## src/hw/rtl/assert_macros.svh

```systemverilog
// assertion macros shared by the rtl of the newest-copy selector
`ifndef ASSERT_MACROS_SVH
`define ASSERT_MACROS_SVH
`ifndef ASSERT_OFF
// property must hold at every clock edge outside reset
`define LBCS_ASSERT(label, clk, rst_n, prop) \
    label: assert property (@(posedge clk) disable iff (!rst_n) (prop)) \
        else $error("lbcs assertion failed");
// condition must never be seen outside reset
`define LBCS_NEVER(label, clk, rst_n, cond) \
    label: assert property (@(posedge clk) disable iff (!rst_n) !(cond)) \
        else $error("lbcs forbidden condition seen");
`else
`define LBCS_ASSERT(label, clk, rst_n, prop)
`define LBCS_NEVER(label, clk, rst_n, cond)
`endif
`endif

```

## src/hw/rtl/lbcs_pkg.sv

```systemverilog
// shared types and constants of the newest-copy selector
package lbcs_pkg;

    // field widths
    localparam int VOL_W    = 7;
    localparam int LNUM_W   = 8;
    localparam int SEQ_W    = 64;
    localparam int LEN_W    = 25;
    localparam int OFS_W    = 32;
    localparam int CFG_IDX_W = 2;

    // default geometry of the sequence table
    localparam int LBCS_VOLUMES           = 128;
    localparam int LBCS_BLOCKS_PER_VOLUME = 256;

    // queue between front and back
    localparam int LBCS_QUEUE_DEPTH = 2;
    localparam int QPTR_W           = $clog2(LBCS_QUEUE_DEPTH);
    localparam int QCNT_W           = $clog2(LBCS_QUEUE_DEPTH + 1);

    // configuration register indexes
    typedef logic [CFG_IDX_W-1:0] t_cfg_index;
    localparam t_cfg_index REG_BLOCK_SIZE    = 2'd0;
    localparam t_cfg_index REG_PAYLOAD_START = 2'd1;

    // configuration reset values
    localparam logic [LEN_W-1:0] BLOCK_SIZE_RST    = 25'd131072;
    localparam logic [LEN_W-1:0] PAYLOAD_START_RST = 25'd4096;

    // classified item handed from front to back
    typedef struct packed {
        logic              drop;
        logic              internal_volume;
        logic [VOL_W-1:0]  volume_number;
        logic [LNUM_W-1:0] logical_block;
        logic [SEQ_W-1:0]  sequence_req;
        logic [LEN_W-1:0]  copy_length;
        logic              length_error;
    } t_item;

    // back end sequencer states
    typedef enum logic [1:0] {
        BK_CLEAR,
        BK_IDLE,
        BK_LOOKUP
    } t_back_state;

endpackage

```

## src/hw/rtl/lbcs_queue.sv

```systemverilog
// short fifo of classified items between front and back
module lbcs_queue (
    input  logic          i_clk,
    input  logic          i_rst_n,
    input  logic          i_push,
    input  lbcs_pkg::t_item i_item,
    input  logic          i_pop,
    output lbcs_pkg::t_item o_head,
    output logic          o_empty,
    output logic          o_full
);
    import lbcs_pkg::*;

    t_item             r_slot [LBCS_QUEUE_DEPTH];
    logic [QPTR_W-1:0] r_wr_ptr, n_wr_ptr;
    logic [QPTR_W-1:0] r_rd_ptr, n_rd_ptr;
    logic [QCNT_W-1:0] r_count, n_count;
    logic              w_push, w_pop;

    // qualified push and pop
    assign w_push = i_push && !o_full;
    assign w_pop  = i_pop && !o_empty;

    // pointer and count update
    always_comb begin
        n_wr_ptr = r_wr_ptr;
        n_rd_ptr = r_rd_ptr;
        n_count  = r_count;
        if (w_push) begin
            n_wr_ptr = (r_wr_ptr == QPTR_W'(LBCS_QUEUE_DEPTH - 1)) ? '0 : r_wr_ptr + 1'b1;
        end
        if (w_pop) begin
            n_rd_ptr = (r_rd_ptr == QPTR_W'(LBCS_QUEUE_DEPTH - 1)) ? '0 : r_rd_ptr + 1'b1;
        end
        if (w_push && !w_pop) begin
            n_count = r_count + 1'b1;
        end else if (w_pop && !w_push) begin
            n_count = r_count - 1'b1;
        end
    end

    // control registers
    always_ff @(posedge i_clk) begin
        if (!i_rst_n) begin
            r_wr_ptr <= '0;
            r_rd_ptr <= '0;
            r_count  <= '0;
        end else begin
            r_wr_ptr <= n_wr_ptr;
            r_rd_ptr <= n_rd_ptr;
            r_count  <= n_count;
        end
    end

    // item storage
    always_ff @(posedge i_clk) begin
        if (w_push) begin
            r_slot[r_wr_ptr] <= i_item;
        end
    end

    assign o_head  = r_slot[r_rd_ptr];
    assign o_empty = (r_count == '0);
    assign o_full  = (r_count == QCNT_W'(LBCS_QUEUE_DEPTH));

endmodule

```

## config.mk

```make
export PLATFORM = sky130hd
export DESIGN_NAME = lbcs_queue
export DESIGN_NICKNAME = d
export VERILOG_FILES = /design/src/hw/rtl/assert_macros.svh /design/src/hw/rtl/lbcs_pkg.sv /design/src/hw/rtl/lbcs_queue.sv
export SDC_FILE = /design/constraint.sdc
export NUM_CORES = 1
export LEC_CHECK = 0
export ABC_CLOCK_PERIOD_IN_PS = 6600
export CAP_MARGIN = 20
export CORE_AREA = 2 2 175 91
export CTS_CLUSTER_SIZE = 24
export DETAILED_ROUTE_END_ITERATION = 16
export DIE_AREA = 0 0 177 93
export DONT_BUFFER_PORTS = 1
export PLACE_DENSITY = 0.78
export SKIP_CTS_REPAIR_TIMING = 1
export SYNTH_ARGS = -nofsm -noshare
export SYNTH_HDL_FRONTEND = slang
export SYNTH_SLANG_ARGS = --single-unit
```

## constraint.sdc

```tcl
create_clock -name i_clk -period 6.6 [get_ports i_clk]
set_clock_uncertainty 0.15 [all_clocks]
set_input_delay 0.66 -clock i_clk [delete_from_list [all_inputs] [get_ports i_clk]]
set_output_delay 0.66 -clock i_clk [all_outputs]
set_load 0.1 [all_outputs]
```

## Word level (Yosys, flattened, before mapping)

Memory sizes are Yosys's and may differ from the RTL's. A register that Yosys moved wholly into a read port is not among the register bits.
Index checks and enable logic that the tools add are counted.
W data, S select, Z words.

| storage, ports and cells | value |
|---|---|
| flip-flop bits (word level) | 4 |
| latch bits | 0 |
| RAM bits | 214 |
| memory bits (read-only) | 0 |
| output and inout bits | 109 |
| logic and storage cells | 27 |
| memories kept | 1 |

| cells by class | value |
|---|---|
| $add $sub $neg | 4 |
| multipliers | 0 |
| div/mod/pow operators | 0 |
| magnitude comparators | 0 |
| equal/unequal tests | 1 |
| shift operators | 0 |
| mux-type cells | 8 |
| bitwise gates (word level) | 0 |
| reductions and logical operators | 10 |

Memory list:

| name | words | width | rd ports | clocked after memory_dff | wr ports | line | RTL |
|---|---|---|---|---|---|---|---|
| r_slot | 2 | 107 | 1 | 1 | 1 | lbcs_queue.sv:14 | `t_item r_slot [LBCS_QUEUE_DEPTH];` |

Operator list:

| operator | count |
|---|---|
| $mux W1 | 6 |
| $logic_and A1 B1 Y1 | 4 |
| $logic_not A1 Y1 | 4 |
| $mux W2 | 2 |
| $add A1 B1 Y1 const B | 2 |
| $add A2 B1 Y2 const B | 1 |
| $eq A2 B2 Y1 const B | 1 |
| $logic_not A2 Y1 | 1 |
| $reduce_bool A2 Y1 | 1 |
| $sub A2 B1 Y2 const B | 1 |

## Longest topological paths before layout

| logic depth | value |
|---|---|
| depth in word-level cells | 7 |
| mapped depth | 7 |
| depth with buffers taken out | 7 |

## Least setup slack after synthesis

OpenSTA, ideal clock, no wires.

| timing path | value |
|---|---|
| path kind | reg2reg |
| from | register r_count[0] |
| to | memory r_slot[0][0] in the netlist's numbering (enable) |
| library setup time | 0.555 ns |
| data arrival time | 4.919 ns |
| path slack | 0.976 ns |
| cell stages (with the launch flop) | 4 |
| path buffers | 0 |
| cell sequence | dfxtp_1 > nand2b_1 > inv_2 > nor3_2 |

| between the ends | value |
|---|---|
| cells in the longest elaborated chain, start to end | 5 |

Ends and longest elaborated chain:

| what | line | RTL |
|---|---|---|
| from (decl) | lbcs_queue.sv:17 | `logic [QCNT_W-1:0] r_count, n_count;` |
| from (signal assigned) | lbcs_queue.sv:51 | `r_count <= n_count;` |
| $eq A2 B2 Y1 | lbcs_queue.sv:64 | `assign o_full = (r_count == QCNT_W'(LBCS_QUEUE_DEPTH));` |
| net o_full | lbcs_queue.sv:10 | `output logic o_full` |
| $logic_not A1 Y1 | lbcs_queue.sv:21 | `assign w_push = i_push && !o_full;` |
| $logic_and A1 B1 Y1 | lbcs_queue.sv:21 |  |
| $mux W1 | lbcs_queue.sv:57 | `if (w_push) begin` |
| $mux W1 (not written as such) | lbcs_queue.sv:58 | `r_slot[r_wr_ptr] <= i_item;` |
| to (decl) | lbcs_queue.sv:14 |  |

The timed path passes the listed nets, and every way through them passes these cells.

==> flow_summary_export.csv <==
group,metric,value,unit
global_route,grt_usage,0.156,
yosys,seq_area_frac_synth,0.809,
finish,stdcell_count,584,
routing,antenna_left,0,
setup_path,critPathLaunchType,"register",
global_route,grt_pass1_wl,19100,um
worst_hold_path,min_to,"r_slot[1][105]",
yosys,synth_area_leaders,"edfxtp_1 80%, mux2_2 11%, mux2_4 5.6%",
place,placed_area,8280,um2
cts,cts_tree,"done",
setup_path,r2r_cells,3,
finish,drive_gt1_frac,0.371,
floorplan,core_area,15000,um2
setup_path,crit_type,"reg -> out",
yosys,synth_top_area_share,0.796,
setup_path,cp-end-kind,"output pin",
setup_path,r2r-end,"r_slot[1][98]",
timing,fin_crit,3.59,ns
setup_path,required,5.79,ns
timing,fin_crit_sh,0.544,
worst_hold_path,holdCritStartpoint,"i_item[105]",
floorplan,num_io_pins,220,
cts,clk_pin_slew,0.07,ns
yosys,synth_warnings,0,
global_route,antenna_found_initial,0,
place,dp_cells,554,
yosys,syn_inst,358,
finish,nets,483,
setup_path,timing.rr.start,"r_count[0]",
run_status,status,"completed",
yosys,synthesis.nets,470,
setup_path,crit_fanout,57,
cts,cts_root_buf,"clkbuf_16",
timing,final-setup-viol-count,0,
cts,cts_buffer_depth,3,
timing,drv_slew,0,
timing,worst_pin_slew,1.09,ns
cts,cts_num_sinks,219,
yosys,ys_seq_elements,219,
worst_hold_path,whs_path_depth,0,
cts,cts_buffers,19,
worst_hold_path,min_path_type,"in -> reg",
timing,max_freq,279,MHz
finish,stdcell_area,8830,um2
routing,num_vias,3217,
routing,drc_errors,0,
finish,num_antenna_cells,0,
yosys,syn-cell-area,8070,um2
floorplan,rows,32,
place,place_congestion,0.774,
finish,multi_input_area,1460,um2
cts,htree_levels,1,
timing,worst_hold_slack,0.128,ns
timing,slew_headroom,0.272,
yosys,syn_avg_cell_area,22.5,um2
place,port_buffers,0,
floorplan,die_area,16500,um2
global_route,grt_remaining_overflow,0,
yosys,yosys.area.top_type,"edfxtp_1",
timing,hold_viol,0,
routing,dr.pass1.iters,4,
setup_path,crit_chain,"buf_4 > mux2_2",
routing,wl,13400,um
timing,rsz0062_at_grt,"false",
floorplan,die_y,93,um
place,dp_hpwl,9000,um
global_route,grt_start_max_net_pins,66,
finish,fill_cells,1063,
routing,avgRoutedWirePerCell,22.9,um
finish,area_growth,9.49,%
floorplan,die_x,177,um
global_route,grt_pass1_vias,3168,
floorplan,initial_utilization,0.537,
routing,viasPerCell,5.51,
setup_path,arrival,2.78,ns
routing,first_iter_violations,201,
setup_path,r2r_slack,4.00,ns
yosys,ys_types,22,
timing,tns,0,ns
setup_path,cp_slowest_stage_delay,0.80,ns
finish,seqCellArea,6530,um2
cts,clock_latency,0.47,ns
setup_path,slowest_stage,"buf_4",
run,maxCapViolCount,0,
placed cells by master (no fill, tap or decap), types with 2 or more instances in the layout:
master	synthesis	routed
edfxtp_1	214	214
mux2_2	77	77
mux2_4	30	30
clkbuf_16	0	19
clkbuf_1	0	4
buf_4	0	4
dfxtp_1	5	4
and2_1	3	3
clkinv_2	0	3
xnor2_1	2	2
clkinvlp_4	0	2
sequential cells by signal, indices dropped and copies added (netlist names), named ones only:
register / flops
r_rd_ptr: 1
r_wr_ptr: 1
r_count: 2
r_slot: 214
through the flow:
stage               setup WS [ns]  utilization
detailed placement           3.47        0.552
global route                 2.85        0.588
finish                       3.01        0.588
global placement             3.51        0.552
CTS                          2.95        0.588
floorplan                   0.976            -
cell families after synthesis:
kind of cell | count (synthesis) | synth area share
adder cells (fa/ha/maj) | 1 | 0.00155
AND/OR/NAND/NOR | 9 | 0.00682
XOR/XNOR | 3 | 0.00326
AO/OA/AOI/OAI | 5 | 0.00403
multiplexers | 107 | 0.163
buffers and inverters | 14 | 0.0122
flip-flops | 219 | 0.809
Yosys cell counts (all sizes together):
library cell,count
ha,1
nand2b,1
inv,2
or3,1
xor2,1
nor3,1
o21a,1
and2,3
o21ai,2
buf,12
xnor2,2
dfxtp,5
edfxtp,214
a21boi,2
nor2,2
and3,1
mux2,107
worst max path at each step:
stage	start	to	slack (ns)	cells after the start
global route	register	o_head[52]	2.85	2
global placement	register	o_head[3]	3.51	2
detailed placement	register	o_head[3]	3.47	2
finish	register	o_head[50]	3.01	2
floorplan	r_count[0]	r_slot[0][0]	0.98	3
CTS	register	o_head[3]	2.95	2
final cells by class:
| type | count | area share |
|---|---|---|
| Clock buffer | 23 | 0.0555 |
| Clock inverter | 7 | 0.00722 |
| Inverter | 2 | 0.000850 |
| Multi-Input combinational cell | 125 | 0.165 |
| Sequential cell | 219 | 0.739 |
| Tap cell | 204 | 0.0289 |
| Timing Repair Buffer | 4 | 0.00340 |
critical path: cells and delay by family, from the launching register on:
| family | cells | cell delay [ns] |
|---|---|---|
| DFF | 1 | 0.79 |
| buffers and inverters | 1 | 0.80 |
| muxes | 1 | 0.66 |
metal layers:
layer / vias to the layer above / part of all wire / GRT usage
met5: - / 0 / 0
met4: 0 / 0.021 / 0.0406
met3: 23 / 0.14 / 0.0939
met2: 148 / 0.44 / 0.228
met1: 1612 / 0.40 / 0.198
li1: 1434 / - / -
Power is left out: the tool's default activity adds up to more than one toggle a clock period on the data nets, which glitch-free logic cannot reach.
