==> src/hw/rtl/assert_macros.svh <==
// assertion macros shared by the rtl of the newest-copy selector
`ifndef ASSERT_MACROS_SVH
`define ASSERT_MACROS_SVH
`ifndef ASSERT_OFF
// property must hold at every clock edge outside reset
`define LBCS_ASSERT(label, clk, rst_n, prop) \
    label: assert property (@(posedge clk) disable iff (!rst_n) (prop)) \
        else $error("lbcs assertion failed");
// condition must never be seen outside reset
`define LBCS_NEVER(label, clk, rst_n, cond) \
    label: assert property (@(posedge clk) disable iff (!rst_n) !(cond)) \
        else $error("lbcs forbidden condition seen");
`else
`define LBCS_ASSERT(label, clk, rst_n, prop)
`define LBCS_NEVER(label, clk, rst_n, cond)
`endif
`endif

==> src/hw/rtl/lbcs_pkg.sv <==
// shared types and constants of the newest-copy selector
package lbcs_pkg;

    // field widths
    localparam int VOL_W    = 7;
    localparam int LNUM_W   = 8;
    localparam int SEQ_W    = 64;
    localparam int LEN_W    = 25;
    localparam int OFS_W    = 32;
    localparam int CFG_IDX_W = 2;

    // default geometry of the sequence table
    localparam int LBCS_VOLUMES           = 128;
    localparam int LBCS_BLOCKS_PER_VOLUME = 256;

    // queue between front and back
    localparam int LBCS_QUEUE_DEPTH = 2;
    localparam int QPTR_W           = $clog2(LBCS_QUEUE_DEPTH);
    localparam int QCNT_W           = $clog2(LBCS_QUEUE_DEPTH + 1);

    // configuration register indexes
    typedef logic [CFG_IDX_W-1:0] t_cfg_index;
    localparam t_cfg_index REG_BLOCK_SIZE    = 2'd0;
    localparam t_cfg_index REG_PAYLOAD_START = 2'd1;

    // configuration reset values
    localparam logic [LEN_W-1:0] BLOCK_SIZE_RST    = 25'd131072;
    localparam logic [LEN_W-1:0] PAYLOAD_START_RST = 25'd4096;

    // classified item handed from front to back
    typedef struct packed {
        logic              drop;
        logic              internal_volume;
        logic [VOL_W-1:0]  volume_number;
        logic [LNUM_W-1:0] logical_block;
        logic [SEQ_W-1:0]  sequence_req;
        logic [LEN_W-1:0]  copy_length;
        logic              length_error;
    } t_item;

    // back end sequencer states
    typedef enum logic [1:0] {
        BK_CLEAR,
        BK_IDLE,
        BK_LOOKUP
    } t_back_state;

endpackage

==> src/hw/rtl/lbcs_front.sv <==
// front end: configuration registers, item acceptance and classification
module lbcs_front #(
    parameter int VOLUMES           = lbcs_pkg::LBCS_VOLUMES,
    parameter int BLOCKS_PER_VOLUME = lbcs_pkg::LBCS_BLOCKS_PER_VOLUME
) (
    input  logic                         i_clk,
    input  logic                         i_rst_n,
    input  logic                         i_start,
    input  logic [lbcs_pkg::VOL_W-1:0]   i_volume_number,
    input  logic [lbcs_pkg::LNUM_W-1:0]  i_logical_block,
    input  logic [lbcs_pkg::SEQ_W-1:0]   i_sequence_req,
    input  logic [lbcs_pkg::LEN_W-1:0]   i_pad_bytes,
    input  logic                         i_internal_volume,
    input  logic                         i_cfg_valid,
    input  lbcs_pkg::t_cfg_index         i_cfg_index,
    input  logic [lbcs_pkg::LEN_W-1:0]   i_cfg_data,
    input  logic                         i_queue_full,
    input  logic                         i_clearing,
    output logic                         o_busy,
    output logic                         o_push,
    output lbcs_pkg::t_item              o_item
);
    import lbcs_pkg::*;

    logic [LEN_W-1:0] r_block_size;
    logic [LEN_W-1:0] r_payload_start;
    logic [LEN_W:0]   w_used;
    logic             w_overrun;
    logic             w_out_of_range;

    // configuration writes
    always_ff @(posedge i_clk) begin
        if (!i_rst_n) begin
            r_block_size    <= BLOCK_SIZE_RST;
            r_payload_start <= PAYLOAD_START_RST;
        end else if (i_cfg_valid) begin
            case (i_cfg_index)
                REG_BLOCK_SIZE:    r_block_size    <= i_cfg_data;
                REG_PAYLOAD_START: r_payload_start <= i_cfg_data;
                default: ;
            endcase
        end
    end

    // payload length with saturation at zero
    assign w_used    = {1'b0, r_payload_start} + {1'b0, i_pad_bytes};
    assign w_overrun = (w_used > {1'b0, r_block_size});

    // table index outside the configured geometry
    assign w_out_of_range = (32'(i_volume_number) >= 32'(VOLUMES)) ||
                            (32'(i_logical_block) >= 32'(BLOCKS_PER_VOLUME));

    // accept and classify
    assign o_busy = i_queue_full || i_clearing;
    assign o_push = i_start && !o_busy;

    always_comb begin
        o_item.drop            = i_internal_volume || w_out_of_range;
        o_item.internal_volume = i_internal_volume;
        o_item.volume_number   = i_volume_number;
        o_item.logical_block   = i_logical_block;
        o_item.sequence_req    = i_sequence_req;
        o_item.copy_length     = w_overrun ? '0 : (r_block_size - w_used[LEN_W-1:0]);
        o_item.length_error    = w_overrun;
    end

endmodule

==> config.mk <==
export PLATFORM = sky130hd
export DESIGN_NAME = lbcs_front
export DESIGN_NICKNAME = d
export VERILOG_FILES = /design/src/hw/rtl/assert_macros.svh /design/src/hw/rtl/lbcs_pkg.sv /design/src/hw/rtl/lbcs_front.sv
export SDC_FILE = /design/constraint.sdc
export NUM_CORES = 1
export LEC_CHECK = 0
export BUFFER_PORTS_ARGS = -buffer_cell sky130_fd_sc_hd__buf_2
export CORE_MARGIN = 1
export CORE_UTILIZATION = 49
export CTS_CLUSTER_SIZE = 20
export DETAILED_ROUTE_END_ITERATION = 16
export PLACE_DENSITY = 0.88
export SETUP_SLACK_MARGIN = 0.1
export SYNTH_ARGS = -nofsm -noshare
export SYNTH_HDL_FRONTEND = slang
export SYNTH_SLANG_ARGS = --single-unit
==> constraint.sdc <==
create_clock -name i_clk -period 5.95 [get_ports i_clk]
set_clock_uncertainty 0.05 [all_clocks]
set_input_delay 0.2975 -clock i_clk [delete_from_list [all_inputs] [get_ports i_clk]]
set_output_delay 0.2975 -clock i_clk [all_outputs]
set_load 0.03 [all_outputs]
# Yosys cells after proc, flatten, opt, wreduce, memory -nomap -nowiden
# Cells that the tools add are included.
# word_totals
ff_bits	50
input_bits	138
output_inout_bits	109
# op_classes
add_sub_neg	2
magnitude_cmp	1
n_eq_ne	1
n_mux	1
n_reduce_logical	6
# op_table
operator	count
$add 25x25->26	1
$gt 26x25->1	1
$mux 25	1
$sub 25x25->25	1
$reduce_and 2->1	2
$eq 2x1->1 const B	1
$logic_not 2->1	1
$logic_and 1x1->1	1
$logic_not 1->1	1
$logic_or 1x1->1	1

# Depth between registers and ports, before layout
# Gate-level depths: netlist of the first run.
# depth
ltp_word	3
depth_mapped	21
depth_no_buf	20

# Worst setup path before layout of the first run
# Ideal clock, no wire load.
# synth_timing
path_type	register to output
start	register r_payload_start[0]
end	output port o_item[22] (netlist name)
arrival_ns	4.328
required_time_ns	5.603
setup_slack_ns	1.274
path_stages_with_launch	21
path_cell_list	dfxtp_1 ha_1 inv_1 fa_1 and2b_1 o31a_1 o2111ai_1 a21oi_2 nand2_1 o21ai_0 a21oi_1 or3_1 ha_1 clkbuf_1 nand2_1 nor2_1 nand4_1 o21ai_0 a41o_1 o211ai_2 nor3b_1
# synth_lines
element	line_no	text
start: declaration	lbcs_front.sv:26	logic [LEN_W-1:0] r_payload_start;
start signal: assignment	lbcs_front.sv:39	REG_PAYLOAD_START: r_payload_start <= i_cfg_data;
end: declaration	lbcs_front.sv:21	output lbcs_pkg::t_item o_item

==> results.txt, run 1 <==
Max clock buf depth: 2
Rel. slew slack: 0.3089
worst path bufs/invs: 2
wire length per cell: 15.00 um
part of the cycle the worst path needs: 0.9082
Async SR Flop Fraction: 0
flop and latch count out of synthesis: 50
Worst Path Arrival: 5.06 ns
cts bufs inserted: 5
largest net degree at the start of global routing: 51
setup bufs post-CTS: 0
clock tree from TritonCTS: done
layout cell share with drive strength beyond 1: 0.1540
Worst setup EP type: output port
Max-Cap Viols: 0
commonest non-fill, non-tap cells in the layout: 120 x nand2_1, 85 x buf_2, 74 x ha_1, 64 x inv_1, 50 x dfxtp_1
syn avg cell area: 7.529 um^2
post-route minimum period: 5.404 ns
Netlist cell types: 59
Critical Path Start Type: flop
root buf cell: clkbuf_16
pre-CTS setup slack: 0.8439 ns
H-tree level count: 2
slowest CP cell: ha_1
Final Hold Vio Count: 0
slew at the pin closest to its max-slew limit: 1.034 ns
total negative setup slack: 0 ns
critical path cell sequence: ha_1 -> inv_1 -> fa_1 -> and2b_1 -> o31a_1 -> o2111ai_1 -> a21oi_2 -> nand2_1 -> o21ai_0 -> a21oi_1 -> or3_1 -> ha_1 -> nand2_1 -> nor2_1 -> nand4_1 -> o21ai_0 -> a41o_1 -> o211ai_2 -> nor3_1 -> buf_2
sequential fraction of the synthesis area: 0.1785
Port Buf Inserts: 85
worst-skew pair later-pin latency: 0.29 ns
Initial Util: 0.5107
first-pass GRT wire length: 20470 um
status: finished clean
Mapped Cells: 745
detailed placement HPWL: 10470 um
Post-synth EDFFs: 0
Core ar.: 10980 um^2
grt total ovfl: 0
hold buffer count at cts: 0
synth-to-layout area growth: 1.316%
unrepaired setup endpoints after global routing: false
CP delay by family, top: compound AO/OA/AOI/OAI gates
Min-Delay Path Class: in -> reg
crit-path max FO: 26
Post-synth top flop: dfxtp_1
worst endpoint required time: 5.60 ns
Initial DRC Count: 249
IO Count: 247
Die Span X: 109.0 um
clk slew on worst S/H paths: 0.07 ns
register area: 1001 um^2
CTS sink count: 50
worst hold margin: 0.2136 ns
Worst path max stage delay: 0.41 ns
PwrDens: 205.9 nW/um^2
number of global-route vias before repair: 4364
total number of vias: 4846
area occupied by multi-input gates: 3664 um^2
drt total wl: 13110 um
Routed Antenna Nets: 0
via/cell ratio: 5.545
Final WS setup: 0.5464 ns
Row Count: 38
placer congestion estimate: 0.9180
Net Count, Synth: 959
Mapped Area: 5609 um^2
static leakage: 0.002681 uW
GRT Total Usage: 0.2174
FILL cells: 1044
diode count: 0
# resized after CTS: 0
Max VDD drop: 0.1371 mV
Final nets: 947
# setup viols final: 0
most common cell after layout, fill and taps aside: nand2_1
initial antenna violation count: 0
DRC Markers: 0
Crit Path Category: reg -> out
Slew Viols, Final: 0
synth top area cells: dfxtp_1 18%, ha_1 17%, buf_4 11%, nand2_1 8.0%, a21boi_0 6.4%
FMAX: 185.1 MHz
first-pass iteration count of the detailed router: 5
Die Height: 109.0 um
die area: 11880 um^2
Yosys top cell area share: 0.1785
Yosys top cell by area: dfxtp_1
YS warnings: 0
==> kinds of logic after synthesis <==
group | Yosys count | share of synthesized area
mux | 1 | 0.001785
flops | 50 | 0.1785
simple gates | 222 | 0.1722
fa+ha+maj | 76 | 0.1722
buf+inv | 169 | 0.1693
compound gates | 184 | 0.2389
xor+xnor | 43 | 0.06714
==> final timing paths <==
| kind | startpoint | to | slack (ns) | depth (start not counted) |
|---|---|---|---|---|
| worst max-delay path | r_payload_start[0]$_SDFFE_PN0P_ | o_item[10] | 0.55 | 20 |
| worst min-delay path | i_cfg_data[20] | r_payload_start[20]$_SDFFE_PN0P_ | 0.21 | 3 |
| worst max register to register | r_payload_start[17]$_SDFFE_PN0P_ | r_payload_start[17]$_SDFFE_PN0P_ | 5.16 | 2 |
| worst min register to register | r_payload_start[11]$_SDFFE_PN0P_ | r_payload_start[11]$_SDFFE_PN0P_ | 0.42 | 2 |
==> power breakdown <==
group          leakage (uW)  switching [uW]  internal, uW
Clock             0.0000760             126           198
Combinational       0.00220             314           178
Sequential         0.000406            9.21           346
==> registers in the layout, summed over array words and instances (netlist names) <==
| signal | flops |
|---|---|
| r_payload_start | 25 |
| r_block_size | 25 |
==> worst register-to-register path, stage by stage, from the launching register on <==
cell and delay [ns]:
dfxtp_1 0.36, nand2_1 0.07, a21boi_0 0.23
==> per-stage QoR <==
step | instances | power [uW] | util | area (um^2)
floorplan | 745 | 828.0 | - | 5609
global placement | 866 | 841.5 | 0.5019 | 5513
global route | 874 | 1233 | 0.5174 | 5683
detailed placement | 866 | 848.9 | 0.5019 | 5513
CTS | 874 | 1172 | 0.5174 | 5683
finish | 874 | 1170 | 0.5174 | 5683
==> routing by layer <==
layer,global-route usage,up-vias,part of all wire
met5,0,-,0
met2,0.3468,171,0.44
met3,0.02929,45,0.075
li1,-,2404,-
met4,0.09170,0,0.033
met1,0.2923,2226,0.45
==> cells in the mapped netlist (all sizes together) (2+ instances only) <==
master / n
ha: 74
nand2b: 5
a31oi: 5
o21ai: 23
o31ai: 2
nor3b: 3
xor2: 22
and2: 4
nand3: 12
o211ai: 7
o2111ai: 2
and3: 3
inv: 64
nand2: 120
a221oi: 2
buf: 84
nand4: 6
clkbuf: 21
xnor2: 21
a41oi: 4
fa: 2
nor2: 44
a21boi: 49
a41o: 2
o21a: 5
nor3: 10
a221o: 3
a211oi: 5
a21o: 23
or3: 3
nand3b: 2
nor2b: 4
dfxtp: 50
a21oi: 40
o21bai: 3
o31a: 2
==> final cells by class <==
class | count | share of cell area
Clock buffer | 5 | 0.02202
Clock inverter | 3 | 0.007926
Inverter | 64 | 0.04227
Multi-Input combinational cell | 526 | 0.6446
Sequential cell | 50 | 0.1761
Tap cell | 140 | 0.03082
Timing Repair Buffer | 86 | 0.07618
(Power assumes the default switching activity.)
==> run 2: changes to the inputs <==
==> constraint.sdc (replaced) <==
create_clock -name i_clk -period 5.95 [get_ports i_clk]
set_clock_uncertainty 0.05 [all_clocks]
set_input_delay 0.8925 -clock i_clk [delete_from_list [all_inputs] [get_ports i_clk]]
set_output_delay 0.8925 -clock i_clk [all_outputs]
set_load 0.03 [all_outputs]
==> results.txt, run 2 (synthesized netlist as in run 1, its figures left out) <==
Max-Cap Viols: 0
static leakage: 0.002764 uW
via/cell ratio: 5.521
DRC Markers: 0
Final Hold Vio Count: 0
part of the cycle the worst path needs: 0.9741
Critical Path Start Type: input pin
largest net degree at the start of global routing: 51
first-pass GRT wire length: 21370 um
Min-Delay Path Class: reg -> reg
worst hold margin: 0.4192 ns
hold buffer count at cts: 0
# setup viols final: 0
crit-path max FO: 7
Row Count: 38
Initial Util: 0.5107
grt total ovfl: 0
Cell Area, Placed: 5573 um^2
first-pass iteration count of the detailed router: 5
total negative setup slack: 0 ns
synth-to-layout area growth: 5.755%
clk slew on worst S/H paths: 0.07 ns
number of global-route vias before repair: 4581
cts bufs inserted: 5
worst-skew pair later-pin latency: 0.29 ns
register area: 1001 um^2
PwrDens: 198.2 nW/um^2
Worst Path Arrival: 4.85 ns
clock tree from TritonCTS: done
wire length per cell: 15.34 um
FMAX: 172.5 MHz
Max VDD drop: 0.1181 mV
placer congestion estimate: 0.9103
drt total wl: 13660 um
post-route minimum period: 5.796 ns
unrepaired setup endpoints after global routing: false
GRT Total Usage: 0.2287
area occupied by multi-input gates: 3800 um^2
R2R cell count: 2
Initial DRC Count: 233
status: finished clean
Slew Viols, Final: 0
Worst R2R Setup Slack: 5.14 ns
Design Area, Final: 5932 um^2
Routed Antenna Nets: 0
commonest non-fill, non-tap cells in the layout: 118 x nand2_1, 80 x buf_2, 68 x ha_1, 64 x inv_1, 50 x dfxtp_1
slew at the pin closest to its max-slew limit: 1.012 ns
most common cell after layout, fill and taps aside: nand2_1
CTS sink count: 50
Final nets: 963
Core ar.: 10980 um^2
FILL cells: 969
die area: 11880 um^2
initial antenna violation count: 0
Layout Utilization: 0.5401
IO Count: 247
root buf cell: clkbuf_16
worst endpoint required time: 5.01 ns
Port Buf Inserts: 85
Max clock buf depth: 2
Largest regs: r_block_size (25), r_payload_start (25)
total number of vias: 4914
Rel. slew slack: 0.3236
hold path depth: 2
detailed placement HPWL: 10640 um
Die Span X: 109.0 um
Die Height: 109.0 um
Crit Path Category: in -> out
H-tree level count: 2
diode count: 0
layout cell share with drive strength beyond 1: 0.2040
Worst setup EP type: output port
[run 2: changes by cell type in the layout (fill, tap and decap cells not counted), moves of 3 or more]
cell | previous run | this run
buf_2 | 85 | 80
clkbuf_4 | 0 | 3
buf_4 | 1 | 18
ha_1 | 74 | 68
ha_2 | 0 | 4
[run 2: layer usage]
metal / vias to the layer above / GRT usage / wire [um]
met5: - / 0 / 0
met4: 0 / 0.1303 / 633
li1: 2444 / - / -
met2: 189 / 0.3661 / 5959
met3: 62 / 0.02630 / 837
met1: 2219 / 0.2963 / 6227
[run 2: layout make-up]
cell class              instances  area share
multi-input cells             526      0.6406
flip-flops and latches         50      0.1687
repair buffers                102     0.09597
inverters                      64     0.04050
well taps                     140     0.02953
clock buffers                   5     0.02109
clock inverters                 3    0.003586
[run 2: critical path: stages]
cell      delay, ns
buf_2          0.11
ha_1           0.35
a211oi_2       0.24
o211ai_2       0.15
a41oi_2        0.29
buf_4          0.18
o211ai_2       0.13
and2_1         0.18
xor2_1         0.24
ha_1           0.37
a21o_1         0.20
a21o_1         0.20
a221o_1        0.38
a21oi_1        0.15
nor2b_1        0.07
a311oi_2       0.26
xor2_1         0.10
nor2_1         0.16
buf_4          0.19
[run 2: what timing repair did]
action                     CTS  global route
setup endpoints to repair   26            26
buffers inserted             1             7
pin swaps                    1            13
resized for setup            4            35
[run 2: path summary, 6_finish.rpt]
check	from	endpoint
worst max-delay path	i_pad_bytes[6]	o_item[25]
worst min-delay path	r_payload_start[13]$_SDFFE_PN0P_	r_payload_start[13]$_SDFFE_PN0P_
worst min register to register	r_payload_start[13]$_SDFFE_PN0P_	r_payload_start[13]$_SDFFE_PN0P_
worst max register to register	r_block_size[0]$_SDFFE_PN0P_	r_block_size[0]$_SDFFE_PN0P_
[run 2: per-stage QoR]
stage	power (uW)	setup WS (ns)	std cells
after global routing	1242	0.02901	890
after CTS	1146	0.1147	883
after global placement	852.8	-0.02218	874
after detailed placement	860.8	-0.03675	874
final	1176	0.1540	890
after floorplan	828.0	0.1022	745
[run 2: where the power goes]
group	switching, uW	leakage [uW]	total, uW	internal [uW]
Clock	131	0.0000698	287	156
Combinational	328	0.00229	534	205
Sequential	9.06	0.000406	355	346
==> run 3: changes to the inputs <==
--- a/config.mk
+++ b/config.mk
@@ -7,5 +7,4 @@
 export LEC_CHECK = 0
 export BUFFER_PORTS_ARGS = -buffer_cell sky130_fd_sc_hd__buf_2
-export CORE_MARGIN = 1
 export CORE_UTILIZATION = 49
 export CTS_CLUSTER_SIZE = 20
--- a/constraint.sdc
+++ b/constraint.sdc
@@ -3,3 +3,3 @@
 set_input_delay 0.8925 -clock i_clk [delete_from_list [all_inputs] [get_ports i_clk]]
 set_output_delay 0.8925 -clock i_clk [all_outputs]
-set_load 0.03 [all_outputs]
+set_load 0.05 [all_outputs]
==> results.txt, run 3 (synthesized netlist as in run 1, its figures left out) <==
FMAX: 175.3 MHz
clk slew on worst S/H paths: 0.06 ns
largest net degree at the start of global routing: 51
Slew Viols, Final: 0
Final WS setup: 0.2462 ns
Initial Util: 0.5107
Critical Path Start Type: input pin
slew at the pin closest to its max-slew limit: 1.051 ns
Port Buf Inserts: 85
# setup viols final: 0
GRT Total Usage: 0.2289
placer congestion estimate: 0.9635
wire length per cell: 15.39 um
H-tree level count: 2
detailed placement HPWL: 10910 um
total number of vias: 4942
crit-path max FO: 9
part of the cycle the worst path needs: 0.9586
Core ar.: 10980 um^2
Rel. slew slack: 0.2969
total power: 1280 uW
initial antenna violation count: 0
synth-to-layout area growth: 6.804%
drt total wl: 13680 um
Initial DRC Count: 184
hold path depth: 2
cts bufs inserted: 5
Routed Antenna Nets: 0
die area: 11880 um^2
most common cell after layout, fill and taps aside: nand2_1
grt total ovfl: 0
Max-Cap Viols: 0
R2R cell count: 2
Crit Path Category: in -> out
hold buffer count at cts: 0
Final nets: 962
static leakage: 0.002784 uW
root buf cell: clkbuf_16
Worst Path Arrival: 4.76 ns
layout cell share with drive strength beyond 1: 0.2216
number of global-route vias before repair: 4650
CTS sink count: 50
total negative setup slack: 0 ns
Worst setup EP type: output port
worst endpoint required time: 5.01 ns
commonest non-fill, non-tap cells in the layout: 118 x nand2_1, 77 x buf_2, 72 x ha_1, 64 x inv_1, 50 x dfxtp_1
Max VDD drop: 0.1676 mV
DRC Markers: 0
PwrDens: 213.7 nW/um^2
unrepaired setup endpoints after global routing: true
via/cell ratio: 5.559
diode count: 0
post-route minimum period: 5.704 ns
Die Span X: 109.0 um
Row Count: 38
Largest regs: r_block_size (25), r_payload_start (25)
clock tree from TritonCTS: done
IO Count: 247
Die Height: 109.0 um
pre-CTS setup slack: 0.01682 ns
first-pass iteration count of the detailed router: 5
Max clock buf depth: 2
Final Hold Vio Count: 0
Min-Delay Path Class: reg -> reg
first-pass GRT wire length: 21490 um
status: finished clean
worst-skew pair later-pin latency: 0.29 ns
run 3: cell count changes in the layout (fill, tap and decap cells not counted), moves of 3 or more:
cell      before  now
ha_1          68   72
clkbuf_8       0    3
o21ai_1        3    7
buf_2         80   77
nor2_1        43   24
nor2_2         1   20
run 3: report_power, final:
group	switching (uW)	leakage (uW)	total, uW	internal, uW
logic	397	0.00229	613	215
clock network	121	0.0000832	312	190
registers	9.83	0.000406	356	346
run 3: timing repair:
action                                  in CTS  in global routing
endpoints found under the setup margin       4                 26
pin swaps                                    0                 11
setup buffers                                0                  3
resized for setup                            4                 32
run 3: per-stage QoR:
| stage | std cells | area (um^2) | util | hold slack, ns |
|---|---|---|---|---|
| finish | 889 | 5991 | 0.5455 | 0.4154 |
| CTS | 886 | 5856 | 0.5332 | 0.4168 |
| global route | 889 | 5991 | 0.5455 | 0.4317 |
| global placement | 878 | 5682 | 0.5173 | 0.4034 |
| detailed placement | 878 | 5682 | 0.5173 | 0.4083 |
| floorplan | 745 | 5667 | - | 0.3935 |
run 3: worst paths after layout:
kind | start | endpoint | slack, ns
worst max-delay path | i_pad_bytes[6] | o_item[3] | 0.25
worst min-delay path | r_block_size[24]$_SDFFE_PN0P_ | r_block_size[24]$_SDFFE_PN0P_ | 0.42
worst max register to register | r_block_size[14]$_SDFFE_PN0P_ | r_block_size[14]$_SDFFE_PN0P_ | 5.11
worst min register to register | r_block_size[24]$_SDFFE_PN0P_ | r_block_size[24]$_SDFFE_PN0P_ | 0.42
run 3: layout make-up:
type / count / area [um^2]
clock buffer: 8 / 166.4
fill: 992 / 4992
inverter: 64 / 240.2
multi-input combinational: 526 / 3819
sequential: 50 / 1001
tap: 140 / 175.2
timing repair buffer: 101 / 589.3
run 3: critical path, stage by stage:
cell,delay (ns)
buf_2,0.11
ha_1,0.35
a211oi_2,0.26
o211ai_2,0.14
a41oi_2,0.22
o21ai_1,0.13
a221o_2,0.41
a21oi_2,0.16
o21ai_2,0.08
xor2_1,0.14
ha_1,0.30
nand4_1,0.13
nor3_1,0.24
buf_4,0.16
nand4_1,0.08
o21ai_0,0.09
a41o_1,0.16
o211ai_4,0.09
buf_4,0.20
nor2_1,0.12
buf_2,0.27
run 3: metal layers:
metal	global-route usage	wire length (um)
met5	0	0
met4	0.1515	746
met3	0.03168	778
met2	0.3594	6039
met1	0.2911	6120
